File: config.mk
export PLATFORM = sky130hd
export DESIGN_NAME = windowed_step_sequencer
export DESIGN_NICKNAME = d
export VERILOG_FILES = /design/src/hw/rtl/wss_pkg.sv /design/src/hw/rtl/wss_ram.sv /design/src/hw/rtl/windowed_step_sequencer.sv
export VERILOG_INCLUDE_DIRS = /design/src /design/src/hw/rtl
export SDC_FILE = /design/constraint.sdc
export NUM_CORES = 2
export LEC_CHECK = 0
export BUFFER_PORTS_ARGS = -buffer_cell sky130_fd_sc_hd__buf_2
export CORE_ASPECT_RATIO = 0.8
export CORE_UTILIZATION = 55
export CTS_BUF_LIST = sky130_fd_sc_hd__clkbuf_16
export DETAILED_ROUTE_END_ITERATION = 10
export GPL_TIMING_DRIVEN = 0
export PLACE_DENSITY = 0.71
export SETUP_SLACK_MARGIN = 0.4
export SYNTH_ARGS = -nofsm -noshare
export SYNTH_HDL_FRONTEND = slang
export SYNTH_SLANG_ARGS = --single-unit
File: constraint.sdc
create_clock -name clk_i -period 16.85 [get_ports clk_i]
set_input_delay 0 -clock clk_i [delete_from_list [all_inputs] [get_ports clk_i]]
set_output_delay 0 -clock clk_i [all_outputs]
set_load 0.01 [all_outputs]
File: src/hw/rtl/windowed_step_sequencer_defines.svh
// Assertion macros for the windowed step sequencer.
// No dependencies; included by files that carry concurrent assertions.
`ifndef WINDOWED_STEP_SEQUENCER_DEFINES_SVH
`define WINDOWED_STEP_SEQUENCER_DEFINES_SVH

`ifndef SYNTHESIS
// Property checked on every rising clock edge outside reset.
`define WSS_ASSERT(lbl, clk, rstn, prop, msg) \
  lbl: assert property (@(posedge clk) disable iff (!rstn) prop) else $error(msg);
// Property checked on every rising clock edge, reset included.
`define WSS_ASSERT_ALWAYS(lbl, clk, prop, msg) \
  lbl: assert property (@(posedge clk) prop) else $error(msg);
`else
`define WSS_ASSERT(lbl, clk, rstn, prop, msg)
`define WSS_ASSERT_ALWAYS(lbl, clk, prop, msg)
`endif

`endif

File: src/hw/rtl/wss_pkg.sv
// Shared constants and types for the windowed step sequencer.
// No dependencies; used by windowed_step_sequencer.
package wss_pkg;

  // Command codes of an input transaction.
  localparam logic CMD_TICK = 1'b0;
  localparam logic CMD_LOAD = 1'b1;

  // Configuration register indexes.
  localparam logic CFG_OUTPUT_SCALE  = 1'b0;
  localparam logic CFG_PULSE_SAMPLES = 1'b1;

  localparam int unsigned CFG_BITS   = 16;
  localparam int unsigned CV_BITS    = 16;
  localparam int unsigned PULSE_BITS = 12;

  localparam logic signed [CV_BITS-1:0] SCALE_RESET = 16'sd3277;
  localparam logic [PULSE_BITS-1:0]     PULSE_RESET = 12'd48;

  // Control flags of a transaction between the window stage and the output stage.
  typedef struct packed {
    logic is_load;
    logic stepped;
    logic eos_fire;
  } s1_ctrl_t;

endpackage

File: src/hw/rtl/wss_ram.sv
// Generic RAM: one write port, two read ports with registered read data.
// No dependencies; instanced by windowed_step_sequencer.
module wss_ram #(
  parameter int unsigned WIDTH = 16,
  parameter int unsigned DEPTH = 32
) (
  input  logic                             clk_i,
  input  logic                             we_i,
  input  logic [$clog2(DEPTH)-1:0]         waddr_i,
  input  logic [WIDTH-1:0]                 wdata_i,
  input  logic                             re_i,
  input  logic [$clog2(DEPTH)-1:0]         raddr_a_i,
  input  logic [$clog2(DEPTH)-1:0]         raddr_b_i,
  output logic [WIDTH-1:0]                 rdata_a_o,
  output logic [WIDTH-1:0]                 rdata_b_o
);

  logic [WIDTH-1:0] mem_q [DEPTH];
  logic [WIDTH-1:0] rdata_a_q;
  logic [WIDTH-1:0] rdata_b_q;

  always_ff @(posedge clk_i) begin
    if (we_i) begin
      mem_q[waddr_i] <= wdata_i;
    end
    if (re_i) begin
      rdata_a_q <= mem_q[raddr_a_i];
      rdata_b_q <= mem_q[raddr_b_i];
    end
  end

  assign rdata_a_o = rdata_a_q;
  assign rdata_b_o = rdata_b_q;

endmodule

File: src/hw/rtl/windowed_step_sequencer.sv
// Windowed step sequencer: an accepted input transaction is registered in the first stage
// and then in the output register; throughput one transaction per cycle while the
// output is not stalled, with the step value RAM read in the first stage.
// Reset (asynchronous, active low) clears position, run flag, timers and the per-step valid
// bits, so every step reads as zero (no clearing pass is needed); configuration takes its reset values.
// Depends on wss_pkg, wss_ram and windowed_step_sequencer_defines.svh.
`include "windowed_step_sequencer_defines.svh"

module windowed_step_sequencer #(
  parameter int unsigned SEQ_LENGTH = 32,
  parameter int unsigned VALUE_BITS = 16,
  parameter int unsigned TIME_BITS  = 24
) (
  input  logic                                clk_i,
  input  logic                                rst_ni,
  input  logic                                in_valid_i,
  output logic                                in_stall_o,
  input  logic                                command_i,
  input  logic                                clock_edge_i,
  input  logic                                reset_edge_i,
  input  logic                                run_toggle_i,
  input  logic [4:0]                          start_index_i,
  input  logic signed [5:0]                   window_length_i,
  input  logic signed [15:0]                  filter_level_i,
  input  logic [4:0]                          load_address_i,
  input  logic [15:0]                         load_value_i,
  input  logic                                cfg_we_i,
  input  logic                                cfg_index_i,
  input  logic [wss_pkg::CFG_BITS-1:0]        cfg_data_i,
  output logic                                out_valid_o,
  input  logic                                out_stall_i,
  output logic [4:0]                          current_step_o,
  output logic signed [wss_pkg::CV_BITS-1:0]  cv_out_o,
  output logic                                gate_o,
  output logic                                end_of_sequence_o,
  output logic                                trigger_o,
  output logic                                run_active_o
);

  localparam int unsigned IW  = $clog2(SEQ_LENGTH);
  localparam int unsigned VB  = VALUE_BITS;
  localparam int unsigned TB  = TIME_BITS;
  localparam int unsigned PB  = wss_pkg::PULSE_BITS;
  localparam logic [IW-1:0]          LAST   = IW'(SEQ_LENGTH - 1);
  localparam logic signed [9:0]      LEN_MAX = 10'(SEQ_LENGTH - 1);
  localparam logic signed [10:0]     NSTEPS = 11'(SEQ_LENGTH);
  localparam logic [VB:0]            ONE    = (VB+1)'(1) << VB;
  localparam logic signed [VB+1:0]   HALF   = (VB+2)'(1) << (VB - 1);
  localparam logic [VB-1:0]          MASK   = '1;
  localparam logic [TB-1:0]          TMAX   = '1;

  function automatic logic in_win(logic [IW-1:0] i, logic [IW-1:0] lo, logic [IW-1:0] hi);
    if (lo <= hi) begin
      return (i >= lo) && (i <= hi);
    end
    return (i >= lo) || (i <= hi);
  endfunction

  // ---------------------------------------------------------------- configuration
  logic signed [15:0] scale_q;
  logic [PB-1:0]      pulse_q;

  always_ff @(posedge clk_i or negedge rst_ni) begin
    if (!rst_ni) begin
      scale_q <= wss_pkg::SCALE_RESET;
      pulse_q <= wss_pkg::PULSE_RESET;
    end else if (cfg_we_i) begin
      case (cfg_index_i)
        wss_pkg::CFG_OUTPUT_SCALE:  scale_q <= $signed(cfg_data_i[15:0]);
        wss_pkg::CFG_PULSE_SAMPLES: pulse_q <= cfg_data_i[PB-1:0];
        default: ;
      endcase
    end
  end

  // ---------------------------------------------------------------- handshake
  logic     s1_valid_q;
  logic     out_valid_q;
  logic     s1_adv;
  logic     in_acc;
  logic     tick_acc;
  logic     load_acc;

  assign s1_adv     = s1_valid_q && (!out_valid_q || !out_stall_i);
  assign in_stall_o = s1_valid_q && !s1_adv;
  assign in_acc     = in_valid_i && !in_stall_o;
  assign tick_acc   = in_acc && (command_i == wss_pkg::CMD_TICK);
  assign load_acc   = in_acc && (command_i == wss_pkg::CMD_LOAD);

  // ---------------------------------------------------------------- window stage
  logic [IW-1:0]      pos_q;
  logic               run_q;
  logic               run_d;
  logic [IW-1:0]      start_sat;
  logic signed [9:0]  len_ext;
  logic signed [9:0]  len_sat;
  logic               rev;
  logic signed [10:0] end_sum;
  logic signed [10:0] end_wrap;
  logic [IW-1:0]      lo;
  logic [IW-1:0]      hi;
  logic [IW-1:0]      pos_a;
  logic [IW-1:0]      pos_step;
  logic [IW-1:0]      pos_b;
  logic [IW-1:0]      pos_d;
  logic               stepped;
  logic               eos_fire;
  logic [15:0]        filt_mag;
  logic [VB+15:0]     filt_wide;
  logic [VB:0]        bound;
  logic [VB:0]        vmin;
  logic [VB:0]        vmax;

  always_comb begin
    run_d     = run_q ^ run_toggle_i;
    start_sat = (int'(start_index_i) >= SEQ_LENGTH) ? LAST : IW'(start_index_i);
    len_ext   = 10'(window_length_i);
    if (len_ext > LEN_MAX) begin
      len_sat = LEN_MAX;
    end else if (len_ext < -LEN_MAX) begin
      len_sat = -LEN_MAX;
    end else begin
      len_sat = len_ext;
    end
    rev     = len_sat[9];
    end_sum = 11'($signed({1'b0, start_sat})) + 11'(len_sat);
    if (end_sum < 0) begin
      end_wrap = end_sum + NSTEPS;
    end else if (end_sum >= NSTEPS) begin
      end_wrap = end_sum - NSTEPS;
    end else begin
      end_wrap = end_sum;
    end
    lo = rev ? end_wrap[IW-1:0] : start_sat;
    hi = rev ? start_sat : end_wrap[IW-1:0];

    // The entry step is the window start in either direction.
    pos_a = in_win(pos_q, lo, hi) ? pos_q : start_sat;
    if (rev) begin
      pos_step = (pos_a == '0) ? LAST : pos_a - IW'(1);
    end else begin
      pos_step = (pos_a == LAST) ? '0 : pos_a + IW'(1);
    end
    stepped  = run_d && clock_edge_i;
    eos_fire = 1'b0;
    pos_b    = pos_a;
    if (stepped) begin
      if (in_win(pos_step, lo, hi)) begin
        pos_b = pos_step;
      end else begin
        pos_b    = start_sat;
        eos_fire = 1'b1;
      end
    end
    pos_d = reset_edge_i ? start_sat : pos_b;

    // Filter bounds as fractions of VB bits, inclusive.
    if (filter_level_i > 0) begin
      filt_mag = 16'(filter_level_i);
    end else begin
      filt_mag = 16'(-filter_level_i);
    end
    filt_wide = {filt_mag, {VB{1'b0}}} >> 15;
    bound     = filt_wide[VB:0];
    vmin      = (filter_level_i > 0) ? bound : '0;
    vmax      = (filter_level_i < 0) ? ONE - bound : ONE;
  end

  always_ff @(posedge clk_i or negedge rst_ni) begin
    if (!rst_ni) begin
      pos_q <= '0;
      run_q <= 1'b0;
    end else if (tick_acc) begin
      pos_q <= pos_d;
      run_q <= run_d;
    end
  end

  // ---------------------------------------------------------------- step value store
  logic [SEQ_LENGTH-1:0] vld_q;
  logic                  vld_a_q;
  logic                  vld_b_q;
  logic                  wr_en;
  logic [IW-1:0]         waddr;
  logic [VB-1:0]         wdata;
  logic [VB-1:0]         rdata_a;
  logic [VB-1:0]         rdata_b;

  assign wr_en = load_acc && (int'(load_address_i) < SEQ_LENGTH);
  assign waddr = IW'(load_address_i);
  assign wdata = VB'(load_value_i);

  wss_ram #(
    .WIDTH (VB),
    .DEPTH (SEQ_LENGTH)
  ) u_values (
    .clk_i     (clk_i),
    .we_i      (wr_en),
    .waddr_i   (waddr),
    .wdata_i   (wdata),
    .re_i      (tick_acc),
    .raddr_a_i (pos_b),
    .raddr_b_i (pos_d),
    .rdata_a_o (rdata_a),
    .rdata_b_o (rdata_b)
  );

  // A step that was never loaded reads as zero.
  always_ff @(posedge clk_i or negedge rst_ni) begin
    if (!rst_ni) begin
      vld_q   <= '0;
      vld_a_q <= 1'b0;
      vld_b_q <= 1'b0;
    end else begin
      if (wr_en) begin
        vld_q[waddr] <= 1'b1;
      end
      if (tick_acc) begin
        vld_a_q <= vld_q[pos_b];
        vld_b_q <= vld_q[pos_d];
      end
    end
  end

  // ---------------------------------------------------------------- stage 1 registers
  wss_pkg::s1_ctrl_t s1_ctrl_q;
  logic [IW-1:0]     s1_pos_q;
  logic              s1_run_q;
  logic [VB:0]       s1_vmin_q;
  logic [VB:0]       s1_vmax_q;

  always_ff @(posedge clk_i or negedge rst_ni) begin
    if (!rst_ni) begin
      s1_valid_q <= 1'b0;
    end else if (in_acc) begin
      s1_valid_q <= 1'b1;
    end else if (s1_adv) begin
      s1_valid_q <= 1'b0;
    end
  end

  always_ff @(posedge clk_i) begin
    if (in_acc) begin
      s1_ctrl_q.is_load  <= (command_i == wss_pkg::CMD_LOAD);
      s1_ctrl_q.stepped  <= stepped;
      s1_ctrl_q.eos_fire <= eos_fire;
      s1_pos_q           <= (command_i == wss_pkg::CMD_LOAD) ? pos_q : pos_d;
      s1_run_q           <= (command_i == wss_pkg::CMD_LOAD) ? run_q : run_d;
      s1_vmin_q          <= vmin;
      s1_vmax_q          <= vmax;
    end
  end

  // ---------------------------------------------------------------- output stage
  logic [PB-1:0]            eos_q;
  logic [PB-1:0]            trig_q;
  logic [TB-1:0]            since_q;
  logic [TB-1:0]            gel_q;
  logic [TB-1:0]            glim_q;
  logic                     gate_on_q;
  logic                     seen_q;

  logic [VB-1:0]            raw_a;
  logic [VB-1:0]            raw_b;
  logic [VB-1:0]            val;
  logic                     trig_fire;
  logic [PB-1:0]            eos_arm;
  logic [PB-1:0]            trig_arm;
  logic                     hit_eos;
  logic                     hit_trig;
  logic [PB-1:0]            eos_d;
  logic [PB-1:0]            trig_d;
  logic signed [VB+1:0]     opa;
  logic signed [16:0]       opb;
  logic signed [VB+18:0]    cv_prod;
  logic signed [15:0]       cv;
  logic [TB-1:0]            since_inc;
  logic [TB-1:0]            gel_inc;
  logic [TB+VB-1:0]         gprod;
  logic [TB+VB-1:0]         gsum;
  logic [TB-1:0]            since_d;
  logic [TB-1:0]            gel_d;
  logic [TB-1:0]            glim_d;
  logic                     gate_on_d;
  logic                     seen_d;

  always_comb begin
    raw_a = vld_a_q ? rdata_a : '0;
    raw_b = vld_b_q ? rdata_b : '0;
    trig_fire = s1_ctrl_q.stepped && (raw_a != '0) &&
                ({1'b0, raw_a} >= s1_vmin_q) && ({1'b0, raw_a} <= s1_vmax_q);
    val = (({1'b0, raw_b} >= s1_vmin_q) && ({1'b0, raw_b} <= s1_vmax_q)) ? raw_b : '0;

    // Pulse timers are raised to the pulse length, never lowered.
    eos_arm  = (s1_ctrl_q.eos_fire && (pulse_q > eos_q)) ? pulse_q : eos_q;
    trig_arm = (trig_fire && (pulse_q > trig_q)) ? pulse_q : trig_q;
    hit_eos  = (eos_arm != '0);
    hit_trig = (trig_arm != '0);
    eos_d    = hit_eos ? eos_arm - PB'(1) : '0;
    trig_d   = hit_trig ? trig_arm - PB'(1) : '0;

    // Negative scale gives a bipolar output centred on half scale.
    if (scale_q[15]) begin
      opa = $signed({2'b00, val}) - HALF;
      opb = -17'(scale_q);
    end else begin
      opa = $signed({2'b00, val});
      opb = 17'(scale_q);
    end
    cv_prod = opa * opb;
    cv      = 16'(cv_prod >>> VB);

    since_inc = (since_q == TMAX) ? since_q : since_q + TB'(1);
    gel_inc   = (gel_q == TMAX) ? gel_q : gel_q + TB'(1);
    gprod     = since_inc * val;
    gsum      = gprod + (TB+VB)'(MASK);

    since_d   = since_inc;
    gel_d     = gel_q;
    glim_d    = glim_q;
    gate_on_d = gate_on_q;
    seen_d    = seen_q;
    if (gate_on_q) begin
      gel_d = gel_inc;
      if (gel_inc >= glim_q) begin
        gate_on_d = 1'b0;
      end
    end
    if (s1_ctrl_q.stepped) begin
      if (seen_q) begin
        gel_d     = '0;
        glim_d    = gsum[TB+VB-1:VB];
        // The rounded-up limit is nonzero exactly when the value is nonzero.
        gate_on_d = (val != '0);
      end else begin
        seen_d = 1'b1;
      end
      since_d = '0;
    end
  end

  always_ff @(posedge clk_i or negedge rst_ni) begin
    if (!rst_ni) begin
      eos_q     <= '0;
      trig_q    <= '0;
      since_q   <= '0;
      gel_q     <= '0;
      glim_q    <= '0;
      gate_on_q <= 1'b0;
      seen_q    <= 1'b0;
    end else if (s1_adv && !s1_ctrl_q.is_load) begin
      eos_q     <= eos_d;
      trig_q    <= trig_d;
      since_q   <= since_d;
      gel_q     <= gel_d;
      glim_q    <= glim_d;
      gate_on_q <= gate_on_d;
      seen_q    <= seen_d;
    end
  end

  // ---------------------------------------------------------------- result register
  logic [4:0]  step_q;
  logic [15:0] cv_q;
  logic        gate_q;
  logic        eos_out_q;
  logic        trig_out_q;
  logic        run_out_q;

  always_ff @(posedge clk_i or negedge rst_ni) begin
    if (!rst_ni) begin
      out_valid_q <= 1'b0;
    end else if (s1_adv) begin
      out_valid_q <= 1'b1;
    end else if (!out_stall_i) begin
      out_valid_q <= 1'b0;
    end
  end

  // A load transaction reports position and run flag only.
  always_ff @(posedge clk_i) begin
    if (s1_adv) begin
      step_q     <= 5'(s1_pos_q);
      run_out_q  <= s1_run_q;
      cv_q       <= s1_ctrl_q.is_load ? '0 : cv;
      gate_q     <= !s1_ctrl_q.is_load && gate_on_d;
      eos_out_q  <= !s1_ctrl_q.is_load && hit_eos;
      trig_out_q <= !s1_ctrl_q.is_load && hit_trig;
    end
  end

  assign out_valid_o       = out_valid_q;
  assign current_step_o    = step_q;
  assign cv_out_o          = $signed(cv_q);
  assign gate_o            = gate_q;
  assign end_of_sequence_o = eos_out_q;
  assign trigger_o         = trig_out_q;
  assign run_active_o      = run_out_q;

  // ---------------------------------------------------------------- assertions
  `WSS_ASSERT(a_gate_has_limit, clk_i, rst_ni, gate_on_q |-> (glim_q != '0), "gate open with zero limit")
  `WSS_ASSERT(a_load_keeps_pos, clk_i, rst_ni, load_acc |=> (pos_q == $past(pos_q)), "load moved position")
  `WSS_ASSERT(a_empty_accepts, clk_i, rst_ni, !s1_valid_q |-> !in_stall_o, "stall with empty stage")

endmodule
---- Word-level counts from Yosys, hierarchy flattened ----
Memory sizes are Yosys's and may differ from the RTL's. A register that Yosys moved wholly into a read port is not among the register bits.
Index checks and enable logic that the tools add are counted.
word-level totals
  register bits ........................... 236
  memory bits (writable) .................. 512
  input bits .............................. 74
  output and inout bits ................... 27
  logic and storage cells ................. 169
  memories ................................ 1
operators by class
  $add $sub $neg .......................... 14
  multiply operators ...................... 2
  $lt $le $gt $ge ......................... 22
  equal/unequal tests ..................... 4
  multiplexer cells ....................... 55
  bitwise operators ....................... 4
  reductions and logical operators ........ 37
memories
  memory          words  bits a word  rd ports  clocked after Yosys merged registers in  wr ports  line           RTL
  u_values.mem_q  32     16           2         2                                        1         wss_ram.sv:18  logic [WIDTH-1:0] mem_q [DEPTH];
operators with widths
  operator                  number
  $mux W24                  6
  $mux W16                  4
  $mux W5                   12
  $add A24 B1 Y24 const B   2
  $eq A24 B24 Y1 const B    2
  $mux W12                  4
  $add A40 B16 Y40 const B  1
  $mul A24 B16 Y40          1
  $ge A16 B17 Y1            2
  $le A16 B17 Y1            2
  $mul A18 B17 Y32          1
  $or A32 B32 Y32           1
  $reduce_bool A16 Y1       2
  $ge A24 B24 Y1            1
  $gt A12 B12 Y1            2
  $reduce_bool A12 Y1       2
  $sub A12 B1 Y12 const B   2
  $mux W1                   22
  $mux W10                  2
  $logic_and A1 B1 Y1       19
  $lt A5 B6 Y1 const B      3
  $mux W18                  1
  $mux W17                  1
  $neg A16 Y17              1
  other kinds (27)          42

---- Longest topological paths before layout ----
  depth in word-level cells ............... 26
  mapped depth ............................ 43
  mapped depth without buffers ............ 40

---- Cells and area by module ----
From an unflattened synthesis, not the netlist that was laid out.
second synthesis, totals
  cell total of the unflattened synthesis .. 6020
  area, all modules ....................... 64129.0 µm²
modules (own cells, without submodules)
  module                   instances  cells an instance  area an instance (µm²)  seq. area each (µm²)
  windowed_step_sequencer  1          4292               38376.8                 6197.2
  wss_ram                  1          1728               25752.2                 16335.7

---- Worst setup path before layout ----
No wires, ideal clock.
  path type ............................... reg2reg
  start point ............................. reg vld_b_q
  end point ............................... reg cv_q[15], in the netlist cv_out_o[15] (data pin)
  library setup time ...................... 0.266 ns
  arrival ................................. 9.395 ns
  required time ........................... 16.584 ns
  path slack .............................. 7.189 ns
  cell stages (with the launch flop) ...... 43
  buffers on the path ..................... 5
  clock period less this slack ............ 9.661 ns
  path through ............................ dfrtp_1 > clkbuf_1 > clkbuf_1 > nand2_1 > ha_1 > a21bo_2 > a21boi_0 > o21a_1 > o211ai_1 > a21o_1 > a21oi_1 > o22a_1 > clkbuf_1 > and2_1 > clkbuf_1 > clkbuf_1 > nand2_1 > fa_1 > [7 not listed] > fa_1 > inv_1 > fa_1 > ha_1 > a21o_1 > a21o_1 > a21oi_1 > o21a_1 > inv_1 > a31oi_1 > o21ai_0 > a211o_1 > a221o_1 > a311oi_1 > a21oi_1 > a21oi_1 > xnor2_1 > nor2_1
between the ends
  word-level cells in the longest chain between the ends .. 7
  elaborated cells on any way between the ends .. 8
  those cells by class .................... 1 x add/sub; 1 x mul; 2 x order compare; 3 x mux; 1 x reduce/logical
RTL lines
  element                                           line                            RTL
  start, declared                                   windowed_step_sequencer.sv:182  logic vld_b_q;
  start signal, assigned                            windowed_step_sequencer.sv:220  vld_b_q <= vld_q[pos_d];
  $mux W16 *                                        windowed_step_sequencer.sv:289  raw_b = vld_b_q ? rdata_b : '0;
  $ge A16 B17 Y1 or $le A16 B17 Y1 (tied branches)  windowed_step_sequencer.sv:292  val = (({1'b0, raw_b} >= s1_vmin_q) && ({1'b0, raw_b} <= s1_vmax_q)) ? raw_b : '0;
  $logic_and A1 B1 Y1                               windowed_step_sequencer.sv:292
  $mux W16 *                                        windowed_step_sequencer.sv:292
  $sub A16 B16 Y17                                  windowed_step_sequencer.sv:304  opa = $signed({2'b00, val}) - HALF;
  $mux W18 *                                        windowed_step_sequencer.sv:303  if (scale_q[15]) begin
  $mul A18 B17 Y32 *                                windowed_step_sequencer.sv:310  cv_prod = opa * opb;
  end signal, assigned                              windowed_step_sequencer.sv:385  cv_q <= s1_ctrl_q.is_load ? '0 : cv;
  end, declared                                     windowed_step_sequencer.sv:364  logic [15:0] cv_q;
Mark *: on every way between the ends. The rest lies on a longest branch, timed or not.
A chain may end at the register's enable or synchronous reset.

---- Final worst setup path ----
  start point ............................. reg vld_b_q
  end point ............................... reg glim_q[19]
between the ends
  word-level cells in the longest chain between the ends .. 6
  elaborated cells on any way between the ends .. 7
  those cells by class .................... 1 x add/sub; 1 x mul; 2 x order compare; 2 x mux; 1 x reduce/logical
RTL lines
  element                                           line                            RTL
  $mux W16 *                                        windowed_step_sequencer.sv:289
  $ge A16 B17 Y1 or $le A16 B17 Y1 (tied branches)  windowed_step_sequencer.sv:292
  $logic_and A1 B1 Y1                               windowed_step_sequencer.sv:292
  $mux W16 *                                        windowed_step_sequencer.sv:292
  $mul A24 B16 Y40 *                                windowed_step_sequencer.sv:315  gprod = since_inc * val;
  $add A40 B16 Y40 *                                windowed_step_sequencer.sv:316  gsum = gprod + (TB+VB)'(MASK);
  end signal, assigned                              windowed_step_sequencer.sv:356  glim_q <= glim_d;
  end, declared                                     windowed_step_sequencer.sv:259  logic [TB-1:0] glim_q;
Marks and branches as above.

==> metrics.txt <==
status complete, but fails checks; failing checks max-capacitance violations, max-slew violations; Starting Density 0.5575; final antenna-violating net count 0; CP arrival 14.54 ns; CP Launch Type flip-flop; Via density between 6 and 7; CP Max Fanout 10; Syn Area/Cell around 11 sq um; clk buf depth 3; FP Rows 111; max incr delay on CP 1.02 ns; multiplexer share of the synthesized area 0.09275; setup_tns 0 ns; Hold Path Class in -> reg; Core ar. 0.1151 sq mm; DR vias around 49k; XOR/XNOR share of the synthesized area 0.02552; unique cell type count in the Yosys netlist 95; initial antenna violation count 13; top cells by area, synth edfxtp_1, fa_1, ha_1; Synth Area in Simple Gates 0.1260; max-cap viol count 1; Die Area 0.1181 sq mm; Worst VDD drop 0.001217 V; routability cong. 0.9913; Yosys reg bits 778; Boundary Pins about 100; DRT Pass-1 Iters 8; Post-Syn Instances between 6k and 7k; CP dominant cell by count fa_1; switching part of the total 0.4767; final setup fails 0; area added between synthesis and finish 10.36%; clock power share 0.138; unrepaired setup endpoints after global routing false; Slew Viols, Final 11; placed cells just under 8k; Final Net Count between 7k and 8k; Async S/R FF share, synth 0.2159; Post-route DRC 0; required time worst endpoint 17.39 ns; worst-margin pin slew 1.510 ns; port bufs 96; met1 Track Usage GR 0.5165; vias in the first global route 48.83k; area share of the largest cell type after synthesis 0.2854; initial DRC count ~6.5k; global route overflow 0; Comb pwr share 0.675; largest family of logic cells by synthesized area adder cells; design area ~0.071 sq mm; Tmin final 14.00 ns; cells resized by post-CTS repair 0; Die X 383.9 microns; Root Buffer clkbuf_16; largest net degree at the start of global routing 100; Top FF cell, synth edfxtp_1; GR peak layer met1; # clock sinks 778; final period utilization 0.8307; CTS Hold Buffers Added 71; Clock transition at path regs 0.06 ns; largest area contributor in the netlist edfxtp_1; synthesized area between 0.06 and 0.07 sq mm; Psw 6.331 mW; worst-skew pair later-pin latency 0.71 ns; Power Density 187.5 mW/mm^2; DP Area 0.06739 sq mm; area fraction in compound gates after synthesis 0.08427; worst slack, placed between 3 and 4 ns; cts bufs inserted 83; Routed WL between 200000 and 250000 microns; max frequency 71.45 MHz; total power 13.28 mW; final count of hold timing violations 0; slowest stage cell, crit path a2111oi_0; Slew HR -0.006434; GRT Total Usage 0.3556; share of cells above drive strength 1 0.09773; Int Pwr 6.951 mW; Post-synth EDFFs 610; critical path's top delay family compound AO/OA/AOI/OAI gates; met3 usage 0.1401; detailed-placement wirelength estimate 159800 microns; sequential element share of the synthesized area 0.3511; first-pass GRT wire length around 300000 microns; post-CTS setup buffer count 0; Worst Skew roughly 0.039 ns; sequential share of power 0.187; WP buf/inv 8; crit path capture type flip-flop; htree depth 3; P_leak 29.32 nW; post-synthesis adder-cell area fraction 0.2533; Final WS setup 2.853 ns; Final Non-Filler Cells 7915; YS warnings 0; CTS tree done; Worst Path Class, Setup reg -> reg; met2 Use GR 0.4861; routed len/inst 26.16 microns; Die Span Y ~300 microns
[worst register-to-register path, delay by kind of cell (launching register included)]
family	cells	cell delay, ns
flip-flops	1	0.49
XOR/XNOR	1	0.34
adder cells (fa/ha/maj)	8	3.65
AO/OA/AOI/OAI	16	4.45
AND/OR/NAND/NOR	7	2.24
buffers and inverters	8	2.66
[placed cells by master (no fill, tap or decap), types with 29 or more instances in the layout]
cell type | Yosys | routed
nor2_2 | 0 | 32
nor2_1 | 356 | 324
inv_1 | 780 | 796
dfrtp_1 | 159 | 159
a211oi_1 | 147 | 147
clkbuf_16 | 0 | 85
clkbuf_1 | 249 | 249
mux4_2 | 130 | 130
a31oi_1 | 132 | 132
xnor2_1 | 121 | 121
mux2_2 | 79 | 79
xor2_1 | 66 | 66
o31ai_1 | 29 | 29
nand4_1 | 38 | 38
dlygate4sd3_1 | 0 | 70
and2_1 | 216 | 215
nor3_1 | 35 | 35
buf_2 | 25 | 120
a21o_1 | 69 | 69
or2_2 | 43 | 43
nand2b_1 | 36 | 36
nand3_1 | 66 | 66
edfxtp_1 | 610 | 610
o21ai_0 | 121 | 121
a21oi_1 | 93 | 93
ha_1 | 335 | 335
nor2b_1 | 44 | 44
mux2i_1 | 208 | 208
nand2_1 | 866 | 866
fa_1 | 601 | 601
[synthesized netlist by cell type, drive strengths merged, types with 26 or more instances]
cell	number
or2	44
fa	601
nand2	866
o21a	26
a31oi	133
inv	782
clkbuf	249
and2	217
mux4	130
nor2	357
a21o	69
buf	69
mux2i	210
xor2	66
ha	335
a211oi	149
nand4	38
nor2b	44
nor3	36
dfrtp	159
xnor2	121
o31ai	29
edfxtp	610
mux2	81
o21ai	132
nand2b	36
a21oi	94
nand3	66
[sequential cells by signal, summed over array words and instances (netlist names), 16 cells and up]
signal,cells
since_q,24
u_values.rdata_b_o,16
glim_q,24
u_values.rdata_a_o,16
u_values.mem_q,512
cv_out_o,16
gel_q,24
s1_vmin_q,16
vld_q,32
scale_q,16
s1_vmax_q,16
[cells by family (layout without fill, tap and decap cells)]
group,count (synthesis),in the layout
compound gates,791,791
simple gates,1790,1790
buf+inv,1103,1462
mux,421,421
xor+xnor,187,187
fa+ha+maj,939,939
flops,778,778
other cells,2,22
[final timing paths]
path,from,end,slack (ns),depth (start not counted)
hold reg to reg,s1_pos_q[2],current_step_o[2],0.41,0
hold / removal,out_stall_i,out_valid_o,0.09,4
setup reg to reg,vld_b_q,glim_q[19],2.85,40
setup / recovery,vld_b_q,glim_q[19],2.85,40
max in group asynchronous,rst_ni,vld_a_q,15.85,4
min in group asynchronous,rst_ni,pulse_q[4],0.44,3
[stage by stage]
stage / util / hold WS [ns]
4_1_cts: 0.6151 / 0.04513
3_5_place_dp: 0.5853 / 0.02441
6_report: 0.6152 / 0.08783
3_3_place_gp: 0.5787 / 0.2078
2_1_floorplan: - / -0.2956
5_1_grt: 0.6151 / 0.08347
[cell type report]
type                    count  area [sq um]
diodes                      5         12.51
multi-input cells        4145         37490
plain buffers             318          1353
clock buffers              85          2127
flip-flops and latches    778         22530
well taps                1525          1908
repair buffers            205          1884
clock inverters            69         575.6
fillers                  9278         44300
inverters                 785          2947
[power groups by stage]
stage | clock, mW | sequential, mW | combinational, mW
5_1_grt | 1.91 | 2.50 | 9.67
4_1_cts | 1.84 | 2.48 | 8.78
2_1_floorplan | 0 | 2.49 | 6.08
3_5_place_dp | 0 | 2.51 | 8.67
6_report | 1.83 | 2.48 | 8.97
3_3_place_gp | 0 | 2.51 | 8.50
[routing by layer]
layer	wire length, microns	share of wire
met5	239	0.0012
met1	83190	0.40
met2	83440	0.40
met3	32830	0.16
met4	7404	0.036
No activity file was read; power rests on OpenSTA's default activity.
